### src/rtl/pip_ram.sv
// ----------------------------------------------------------------------------
// pip_ram
// Generic single-write, single-read RAM with registered read data.
// ----------------------------------------------------------------------------
module pip_ram #(
   parameter int WIDTH = 32,
   parameter int DEPTH = 16
) (
   input  logic                     clock,
   input  logic                     wr_en,
   input  logic [$clog2(DEPTH)-1:0] wr_addr,
   input  logic [WIDTH-1:0]         wr_data,
   input  logic                     rd_en,
   input  logic [$clog2(DEPTH)-1:0] rd_addr,
   output logic [WIDTH-1:0]         rd_data
);

   logic [WIDTH-1:0] mem [DEPTH];
   logic [WIDTH-1:0] rd_data_ff;

   always_ff @(posedge clock) begin
      if (wr_en) begin
         mem[wr_addr] <= wr_data;
      end
      if (rd_en) begin
         rd_data_ff <= mem[rd_addr];
      end
   end

   assign rd_data = rd_data_ff;

endmodule

### config.mk
export PLATFORM = sky130hd
export DESIGN_NAME = pip_ram
export DESIGN_NICKNAME = d
export VERILOG_FILES = /design/src/rtl/pip_ram.sv
export SDC_FILE = /design/constraint.sdc
export NUM_CORES = 1
export LEC_CHECK = 0
export BUFFER_PORTS_ARGS = -buffer_cell sky130_fd_sc_hd__buf_4
export CAP_MARGIN = 10
export CORE_ASPECT_RATIO = 1.1
export CORE_MARGIN = 10
export CORE_UTILIZATION = 45
export CTS_CLUSTER_DIAMETER = 80
export DETAILED_ROUTE_END_ITERATION = 12
export PLACE_DENSITY = 0.62
export SYNTH_ARGS = -nofsm -noshare
export SYNTH_HDL_FRONTEND = slang
export SYNTH_SLANG_ARGS = --single-unit
### constraint.sdc
create_clock -name clock -period 3.4 [get_ports clock]
set_clock_uncertainty 0.1 [all_clocks]
set_input_delay 0.34 -clock clock [delete_from_list [all_inputs] [get_ports clock]]
set_output_delay 0.34 -clock clock [all_outputs]
set_load 0.1 [all_outputs]
==> impl_metrics.tcl, run 1 <==
set metrics [dict create \
    status "completed" \
    maxCapViolations 0 \
    antenna_found_initial 1 \
    start_util_pct 45.4 \
    crit_family "flip-flops" \
    critPathMaxFanout 1 \
    synth_warnings 0 \
    synth.avg_cell_area_sq_um 24.1 \
    drive_above_1_share_pct 31.4 \
    synth_xor_area_share_pct 0 \
    final.fill_count 3397 \
    place_hpwl_um 22000 \
    rrSetupSlack_ps 1800 \
    vias_per_cell 5.70 \
    arrival_ps 1350 \
    yosysSeqAreaShare_pct 81.0 \
    combPwrFrac_pct 6.9 \
    portBuffers 74 \
    synth_seq_cells 544 \
    r2r_start "mem[11][10]$_DFFE_PP_" \
    die_w_um 222 \
    synthMuxAreaShare_pct 14.3 \
    ys_types 17 \
    maxSlewHeadroom_pct 30.6 \
    grt_pass1_vias 9694 \
    worstPathCellList "buf_4" \
    p_sw_share_pct 21.4 \
    num_rows 81 \
    fin_ws_ps 1610 \
    pwr-share-clk_pct 38.1 \
    synthAdderAreaFrac_pct 0 \
    cts_resized 0 \
    power_density_nw_per_um2 586 \
    cts_max_level 2 \
    worstPathRequired_ps 2960 \
    synth_compound_area_share_pct 2.38 \
    seq_power_share_pct 55.0 \
    clk_pin_slew_ps 60 \
    gp_congestion 0.703 \
    leakage_nw 7.53 \
    die_area_sq_um 53700 \
    drt_iter0_drc 875 \
    cts_made_buffers 51 \
    tightest_slew_ps 1040 \
    multi_input_area_sq_um 3760 \
    intPower_mw 10.9 \
    stdcell_count 1605 \
    drt-total-wl_um 43100 \
    dpl.cell_count 1485 \
    num_vias 9155 \
    drc 0 \
    crit_slowest_cell "edfxtp_1" \
    synth_nets 881 \
    finalSetupTns_ps 0 \
    reg2reg_to "rd_data[10]$_DFFE_PP_" \
    start_kind "flip-flop" \
    cts_max_path_buffers 3 \
    layout.nets 1032 \
    ir_drop_uv 325 \
    seq_area_sq_um 16300 \
    crit_start "rd_data[19]$_DFFE_PP_" \
    slew_viol_final 0 \
    max_freq_mhz 560 \
    ant_nets 0 \
    rsz0062_at_grt "no" \
    finalCritPeriodShare_pct 52.5 \
    cpPeakStageDelay_ps 450 \
    area_growth_syn_to_layout_pct 16.9 \
    holdPathEnd "rd_data[28]$_DFFE_PP_" \
    cts_sinks 544 \
    die_h_um 242 \
    path_class "flip-flop to primary output" \
    coreArea_sq_um 44400 \
    cts_tree "done" \
    yosys.area_share.simple_pct 1.25 \
    grt_pass1_wl_um 64800 \
    io_pins 75 \
    ff2ff_path_depth 3 \
    min_period_ps 1790 \
    grt_remaining_overflow 0 \
    crit_cells 1 \
    synthCells 838 \
    pre_cts_ws_ps 1000 \
    synthesis.area_sq_um 20200 \
    worstHoldStart "rd_en" \
    synth_top_family_by_area "multiplexers" \
    firstDrtPassIters 5 \
    setup.worst_path.end_class "primary output" \
    grt_max_degree 42 \
    postCtsSetupBuffers 0 \
    hold_viol 0 \
    root_buffer "clkbuf_16" \
    setup-violations-final 0 \
    hold_path_depth 1 \
    cp.buffers_inverters 1 \
    clk_latency_ps 570 \
    wl_per_cell_um 26.9 \
    power_switching_mw 2.95 \
    hold_class "input pin to flip-flop" \
    grt_usage_pct 16.0 \
]
==> registers in the layout (all words and copies together), names as in the netlist <==
signal   count
mem        512
rd_data     32
==> worst reg2reg max path, stage by stage (launching register included) <==
cell	delay [ps]
edfxtp_1	350
mux4_2	470
a22oi_1	270
nand2_1	130
==> kinds of logic (layout without fill, tap and decap cells) <==
group,after synthesis,after routing
flip-flops,544,544
multiplexers,128,128
AO/OA/AOI/OAI,64,64
AND/OR/NAND/NOR,59,59
buffers and inverters,43,228
other,0,1
==> how the worst max path moves through the flow <==
stage | endpoint | slack, ps
after CTS | rd_data[29]$_DFFE_PP_ | 1600
after global routing | rd_data[5]$_DFFE_PP_ | 1460
after detailed placement | rd_data[29]$_DFFE_PP_ | 1000
after floorplan | mem[8][0]$_DFFE_PP_ | 80
final | rd_data[19] | 1610
after global placement | rd_data[29]$_DFFE_PP_ | 1020
==> stage by stage <==
stage | utilization [%] | power, mW | cell area [sq um] | hold slack [ps]
floorplan | - | 8.33 | 20200 | 339
global placement | 49.0 | 8.66 | 21700 | 536
detailed placement | 49.0 | 8.68 | 21700 | 538
CTS | 53.1 | 13.9 | 23600 | 281
global route | 53.1 | 14.2 | 23600 | 283
finish | 53.1 | 13.8 | 23600 | 269
==> repair_timing <==
action                                  4_1_cts  5_1_grt
endpoints found under the setup margin        0        0
hold buffers                                 32        0
hold endpoints to repair                    512        0
==> power groups by stage <==
stage / Clock (mW) / Sequential, mW / Combinational [mW]
2_1_floorplan: 0 / 7.97 / 0.361
3_3_place_gp: 0 / 7.74 / 0.924
3_5_place_dp: 0 / 7.74 / 0.936
4_1_cts: 5.37 / 7.60 / 0.970
5_1_grt: 5.62 / 7.61 / 1.01
6_report: 5.26 / 7.60 / 0.951
==> cell type report <==
class                   instances  area share (%)
multi-input cells             251            15.9
flip-flops and latches        544            69.3
well taps                     581            3.08
diodes                          1          0.0106
repair buffers                141            5.28
clock inverters                20           0.584
clock buffers                  67            5.85
==> layout by cell type, fill, tap and decap left out, types with 2 or more instances in the layout <==
cell type	n
edfxtp_1	544
mux4_2	128
buf_4	100
a22oi_1	64
clkbuf_16	53
nand2_1	33
dlygate4sd3_1	32
clkbuf_1	14
nor2_4	13
clkinv_1	10
clkinv_2	8
buf_12	8
nor3_2	3
nor2b_4	2
nand3b_1	2
nand2b_1	2
bufinv_16	2
==> per-layer routing <==
layer | share of wire (%) | GRT usage (%)
met4 | 1.6 | 3.82
met5 | 0 | 0
met1 | 44 | 22.6
met3 | 5.2 | 2.49
met2 | 49 | 25.8
==> cell usage after synthesis, drive strengths merged <==
library cell	count	area (sq um)
a22oi	64	480
and2	1	6.26
buf	26	159
clkbuf	17	63.8
edfxtp	544	16300
mux4	128	2880
nand2	33	124
nand2b	2	12.5
nand3	1	5.00
nand3b	2	15.0
nor2	13	48.8
nor2b	2	12.5
nor3	4	20.0
or3b	1	8.76
No activity file was read; power rests on OpenSTA's default activity.
==> run 2: changes to the inputs <==
--- a/config.mk
+++ b/config.mk
@@ -12,7 +12,7 @@
 export CORE_UTILIZATION = 45
 export CTS_CLUSTER_DIAMETER = 80
 export DETAILED_ROUTE_END_ITERATION = 12
-export PLACE_DENSITY = 0.62
+export PLACE_DENSITY = 0.6
 export SYNTH_ARGS = -nofsm -noshare
 export SYNTH_HDL_FRONTEND = slang
 export SYNTH_SLANG_ARGS = --single-unit
==> constraint.sdc (replaced) <==
create_clock -name clock -period 1.8 [get_ports clock]
set_clock_uncertainty 0.1 [all_clocks]
set_input_delay 0.18 -clock clock [delete_from_list [all_inputs] [get_ports clock]]
set_output_delay 0.18 -clock clock [all_outputs]
set_load 0.1 [all_outputs]
==> run 2 against run 1 <==
Sequential share of layout area is 2.5 points lower. Power is 92% higher. Worst setup slack worse by 1500 ps. Via count is 1.9% higher. Utilization is 2.0 points higher.
==> impl_metrics.tcl, run 2 (synthesized netlist as in run 1, its figures left out) <==
set metrics [dict create \
    reg2reg_to "rd_data[30]$_DFFE_PP_" \
    grt_pass1_wl_um 65600 \
    drt_iter0_drc 827 \
    crit_family "flip-flops" \
    rsz0062_at_grt "no" \
    path_class "flip-flop to primary output" \
    hold_viol 0 \
    grt_max_degree 41 \
    hold_path_depth 3 \
    crit_slowest_cell "edfxtp_1" \
    cp.buffers_inverters 1 \
    rrSetupSlack_ps 250 \
    die_w_um 222 \
    gp_congestion 0.722 \
    grt_usage_pct 16.2 \
    cpPeakStageDelay_ps 470 \
    clk_latency_ps 570 \
    drt-total-wl_um 43700 \
    maxCapViolations 0 \
    clk_pin_slew_ps 70 \
    maxSlewHeadroom_pct 29.5 \
    cts_made_buffers 52 \
    postCtsSetupBuffers 0 \
    setup.worst_path.end_class "primary output" \
    layout_commonest_cell "edfxtp_1" \
    ant_nets 0 \
    cts_max_level 2 \
    regMostFlops "mem" \
    cts_sinks 544 \
    hold_class "input pin to flip-flop" \
    worstPathCellList "buf_4" \
    arrival_ps 1380 \
    place_hpwl_um 25000 \
    layout.nets 1073 \
    start_kind "flip-flop" \
    die_area_sq_um 53700 \
    stdcell_count 1650 \
    min_period_ps 1660 \
    wl_per_cell_um 26.5 \
    dpl.cell_count 1524 \
    placed_area_sq_um 22600 \
    start_util_pct 45.4 \
    seq_area_sq_um 16300 \
    multi_input_area_sq_um 3780 \
    hold_slack_ps 99.6 \
    tightest_slew_ps 1060 \
    portBuffers 74 \
    area_growth_syn_to_layout_pct 21.3 \
    max_freq_mhz 603 \
    slew_viol_final 0 \
    drc 0 \
    cts_tree "done" \
    antenna_found_initial 2 \
    grt_remaining_overflow 0 \
    most-common-layout-cells "544 x edfxtp_1, 128 x mux4_2, 99 x buf_4" \
    r2r_start "mem[2][30]$_DFFE_PP_" \
    status "completed" \
    setup-violations-final 0 \
    firstDrtPassIters 5 \
    coreArea_sq_um 44400 \
    leakage_nw 7.90 \
    holdPathEnd "mem[12][20]$_DFFE_PP_" \
    root_buffer "clkbuf_16" \
    cts_max_path_buffers 3 \
    worstPathRequired_ps 1520 \
    final.fill_count 3293 \
    final_cell_area_sq_um 24500 \
    finalCritPeriodShare_pct 92.2 \
    ff2ff_path_depth 3 \
    worstHoldStart "wr_addr[0]" \
    die_h_um 242 \
    vias_per_cell 5.65 \
    ir_drop_uv 606 \
    drive_above_1_share_pct 34.6 \
    io_pins 75 \
    num_vias 9326 \
    power_density_nw_per_um2 1080 \
    postLayoutCoreUtil_pct 55.1 \
    cts_resized 0 \
    grt_pass1_vias 9952 \
    critPathMaxFanout 1 \
    num_rows 81 \
    largest_reg_flops 512 \
]
[run 2: cell types whose count changed in the layout (fill, tap and decap cells not counted)]
cell / previous run / this run
buf_12: 8 / 48
buf_4: 100 / 99
bufinv_16: 2 / 3
clkbuf_1: 14 / 7
clkinv_1: 10 / 13
clkinv_2: 8 / 12
clkinv_4: 0 / 1
clkinvlp_4: 0 / 3
dlygate4sd3_1: 32 / 33
nor3_2: 3 / 0
nor3_4: 1 / 4
or3b_2: 1 / 0
or3b_4: 0 / 1
[run 2: layout make-up]
cell class	instances	share of cell area, %
antenna	1	0.0102
tap	581	2.97
timing repair buffer	181	8.37
clock buffer	60	5.53
multi-input combinational	251	15.4
clock inverter	32	0.941
sequential	544	66.7
[run 2: timing repair]
action / in CTS / in global routing
hold endpoints to repair: 528 / 0
endpoints found under the setup margin: 0 / 0
hold buffers: 33 / 0
[run 2: where the power goes]
part | internal [mW] | switching [mW]
sequential | 14.3 | 0.0845
clock | 5.78 | 4.43
combinational | 0.741 | 1.21
total | 20.8 | 5.72
[run 2: worst max-delay path by stage]
stage	start	slack, ps	endpoint	depth (start not counted)
2_1_floorplan	wr_addr[2]	-510	mem[10][0]$_DFFE_PP_	2
3_3_place_gp	rd_addr[0]	-120	rd_data[22]$_DFFE_PP_	6
3_5_place_dp	rd_addr[0]	-100	rd_data[21]$_DFFE_PP_	6
4_1_cts	rd_data[31]$_DFFE_PP_	120	rd_data[31]	1
5_1_grt	rd_data[31]$_DFFE_PP_	100	rd_data[31]	1
6_report	rd_data[31]$_DFFE_PP_	140	rd_data[31]	1
[run 2: layer usage]
layer,vias to the layer above,track usage [%],wire (um)
met1,4986,22.6,18600
met3,49,2.68,2600
met2,297,26.4,21700
met5,-,0,13
li1,3992,-,-
met4,2,3.72,686
[run 2: stage by stage]
step | TNS [ps] | total power, mW | worst slack, ps
2_1_floorplan | -187840 | 15.7 | -508
3_3_place_gp | -1390 | 16.5 | -115
3_5_place_dp | -1390 | 16.6 | -105
4_1_cts | 0 | 26.8 | 124
5_1_grt | 0 | 27.4 | 105
6_report | 0 | 26.5 | 141
==> run 3: changes to the inputs <==
--- a/config.mk
+++ b/config.mk
@@ -8,7 +8,7 @@
 export BUFFER_PORTS_ARGS = -buffer_cell sky130_fd_sc_hd__buf_4
 export CAP_MARGIN = 10
 export CORE_ASPECT_RATIO = 1.1
-export CORE_MARGIN = 10
+export CORE_MARGIN = 2
 export CORE_UTILIZATION = 45
 export CTS_CLUSTER_DIAMETER = 80
 export DETAILED_ROUTE_END_ITERATION = 12
==> constraint.sdc (replaced) <==
create_clock -name clock -period 1.68 [get_ports clock]
set_clock_uncertainty 0.1 [all_clocks]
set_input_delay 0.168 -clock clock [delete_from_list [all_inputs] [get_ports clock]]
set_output_delay 0.168 -clock clock [all_outputs]
set_load 0.1 [all_outputs]
==> run 3 against run 2 <==
Final cell count fell by 0.30%. Clock power rose by 7%. Sequential share of layout area rose by 0.42 points. Via count rose by 0.41%. Flip-flop and latch count did not move. Largest power group unchanged.
==> impl_metrics.tcl, run 3 (synthesized netlist as in run 1, its figures left out) <==
set metrics [dict create \
    rsz0062_at_grt "no" \
    seq_power_share_pct 54.3 \
    maxSlewHeadroom_pct 68.4 \
    maxCapViolations 0 \
    coreArea_sq_um 44400 \
    combPwrFrac_pct 7.2 \
    min_period_ps 1580 \
    grt_remaining_overflow 0 \
    largest_reg_flops 512 \
    worstHoldStart "wr_addr[3]" \
    ant_nets 0 \
    max_freq_mhz 634 \
    clk_pin_slew_ps 60 \
    critPathMaxFanout 1 \
    num_rows 81 \
    drt_iter0_drc 881 \
    diodes 0 \
    io_pins 75 \
    grt_pass1_vias 9651 \
    portBuffers 74 \
    layout_commonest_cell "edfxtp_1" \
    path_class "flip-flop to primary output" \
    finalCritPeriodShare_pct 93.9 \
    tightest_slew_ps 474 \
    intPower_mw 22.3 \
    setup-violations-final 0 \
    hold_viol 0 \
    most-common-layout-cells "544 x edfxtp_1, 128 x mux4_2, 103 x buf_4" \
    crit_slowest_cell "edfxtp_1" \
    die_area_sq_um 46500 \
    worstPathRequired_ps 1410 \
    cts_tree "done" \
    layout.nets 1069 \
    p_sw_share_pct 21.3 \
    die_w_um 206 \
    start_kind "flip-flop" \
    grt_pass1_wl_um 63700 \
    leakage_nw 7.83 \
    grt_usage_pct 19.2 \
    wl_per_cell_um 26.5 \
    place_hpwl_um 23600 \
    ir_drop_uv 604 \
    crit_family "flip-flops" \
    arrival_ps 1310 \
    drive_above_1_share_pct 33.3 \
    cts_made_buffers 52 \
    status "completed" \
    root_buffer "clkbuf_16" \
    pre_cts_ws_ps -200 \
    start_util_pct 45.4 \
    gp_congestion 0.692 \
    regMostFlops "mem" \
    postCtsSetupBuffers 0 \
    worstPathCellList "buf_4" \
    cts_sinks 544 \
    die_h_um 226 \
    cts_max_level 2 \
    fin_ws_ps 103 \
    power_switching_mw 6.03 \
    cts_resized 0 \
    firstDrtPassIters 5 \
    postLayoutCoreUtil_pct 54.8 \
    area_growth_syn_to_layout_pct 20.5 \
    hold_class "input pin to flip-flop" \
    slew_viol_final 0 \
    num_vias 9364 \
    drt-total-wl_um 43600 \
    antenna_found_initial 0 \
    pwr-share-clk_pct 38.5 \
    drc 0 \
    r2r_start "mem[3][30]$_DFFE_PP_" \
    grt_max_degree 39 \
    power_density_nw_per_um2 1160 \
    cpPeakStageDelay_ps 430 \
    clk_latency_ps 560 \
    setup.worst_path.end_class "primary output" \
    vias_per_cell 5.69 \
    crit_start "rd_data[20]$_DFFE_PP_" \
    cts_max_path_buffers 3 \
    cp.buffers_inverters 1 \
]
==> run 3: cell types whose count changed in the layout (fill, tap and decap cells not counted) <==
| cell | previous run | this run |
|---|---|---|
| clkinvlp_4 | 3 | 0 |
| clkinv_2 | 12 | 4 |
| clkinv_4 | 1 | 0 |
| nand3_1 | 1 | 0 |
| buf_4 | 99 | 103 |
| diode_2 | 1 | 0 |
| clkbuf_1 | 7 | 21 |
| clkinv_1 | 13 | 11 |
| nand3_2 | 0 | 1 |
| buf_12 | 48 | 40 |
==> run 3: power groups by stage <==
| stage | clock network, mW | logic, mW | registers [mW] |
|---|---|---|---|
| 2_1_floorplan | 0 | 0.751 | 16.1 |
| 3_3_place_gp | 0 | 1.98 | 15.7 |
| 3_5_place_dp | 0 | 2.00 | 15.7 |
| 4_1_cts | 11.1 | 2.07 | 15.4 |
| 5_1_grt | 11.6 | 2.16 | 15.4 |
| 6_report | 10.9 | 2.04 | 15.4 |
==> run 3: worst paths after layout <==
kind	endpoint	slack [ps]	cells past startpoint
max	rd_data[20]	100	1
min	mem[0][21]$_DFFE_PP_	170	4
max reg2reg	rd_data[30]$_DFFE_PP_	120	3
min reg2reg	rd_data[26]$_DFFE_PP_	640	3
==> run 3: per-layer routing <==
layer	global-route usage [%]	vias up	share of wire, %	routed length (um)
li1	-	3984	-	-
met1	28.0	5049	44	19000
met2	31.1	284	49	21500
met3	2.91	47	6.0	2600
met4	4.03	0	1.3	567
met5	0	-	0	0
==> run 3: worst reg2reg max path, cell delays in order (launching register included) <==
cell,delay (ps)
edfxtp_1,360
mux4_2,470
a22oi_1,230
nand2_1,130
==> run 3: per-stage QoR <==
stage | cells | TNS [ps] | power (mW) | hold WS [ps] | cell area (sq um)
2_1_floorplan | 838 | -26340 | 16.9 | 167 | 20300
3_3_place_gp | 1520 | -4400 | 17.6 | 364 | 22400
3_5_place_dp | 1520 | -4980 | 17.7 | 369 | 22400
4_1_cts | 1645 | 0 | 28.6 | 147 | 24300
5_1_grt | 1645 | 0 | 29.2 | 162 | 24300
6_report | 1645 | 0 | 28.3 | 167 | 24300
==> run 3: cell type report <==
type / count / area [sq um]
tap: 581 / 727
multi-input combinational: 251 / 3780
clock buffer: 74 / 1410
timing repair buffer: 177 / 1920
fill: 3340 / 20100
sequential: 544 / 16300
clock inverter: 18 / 151
==> run 3: what timing repair did <==
action	4_1_cts	5_1_grt
endpoints found under the hold margin	523	0
hold buffers	33	0
setup endpoints to repair	0	0
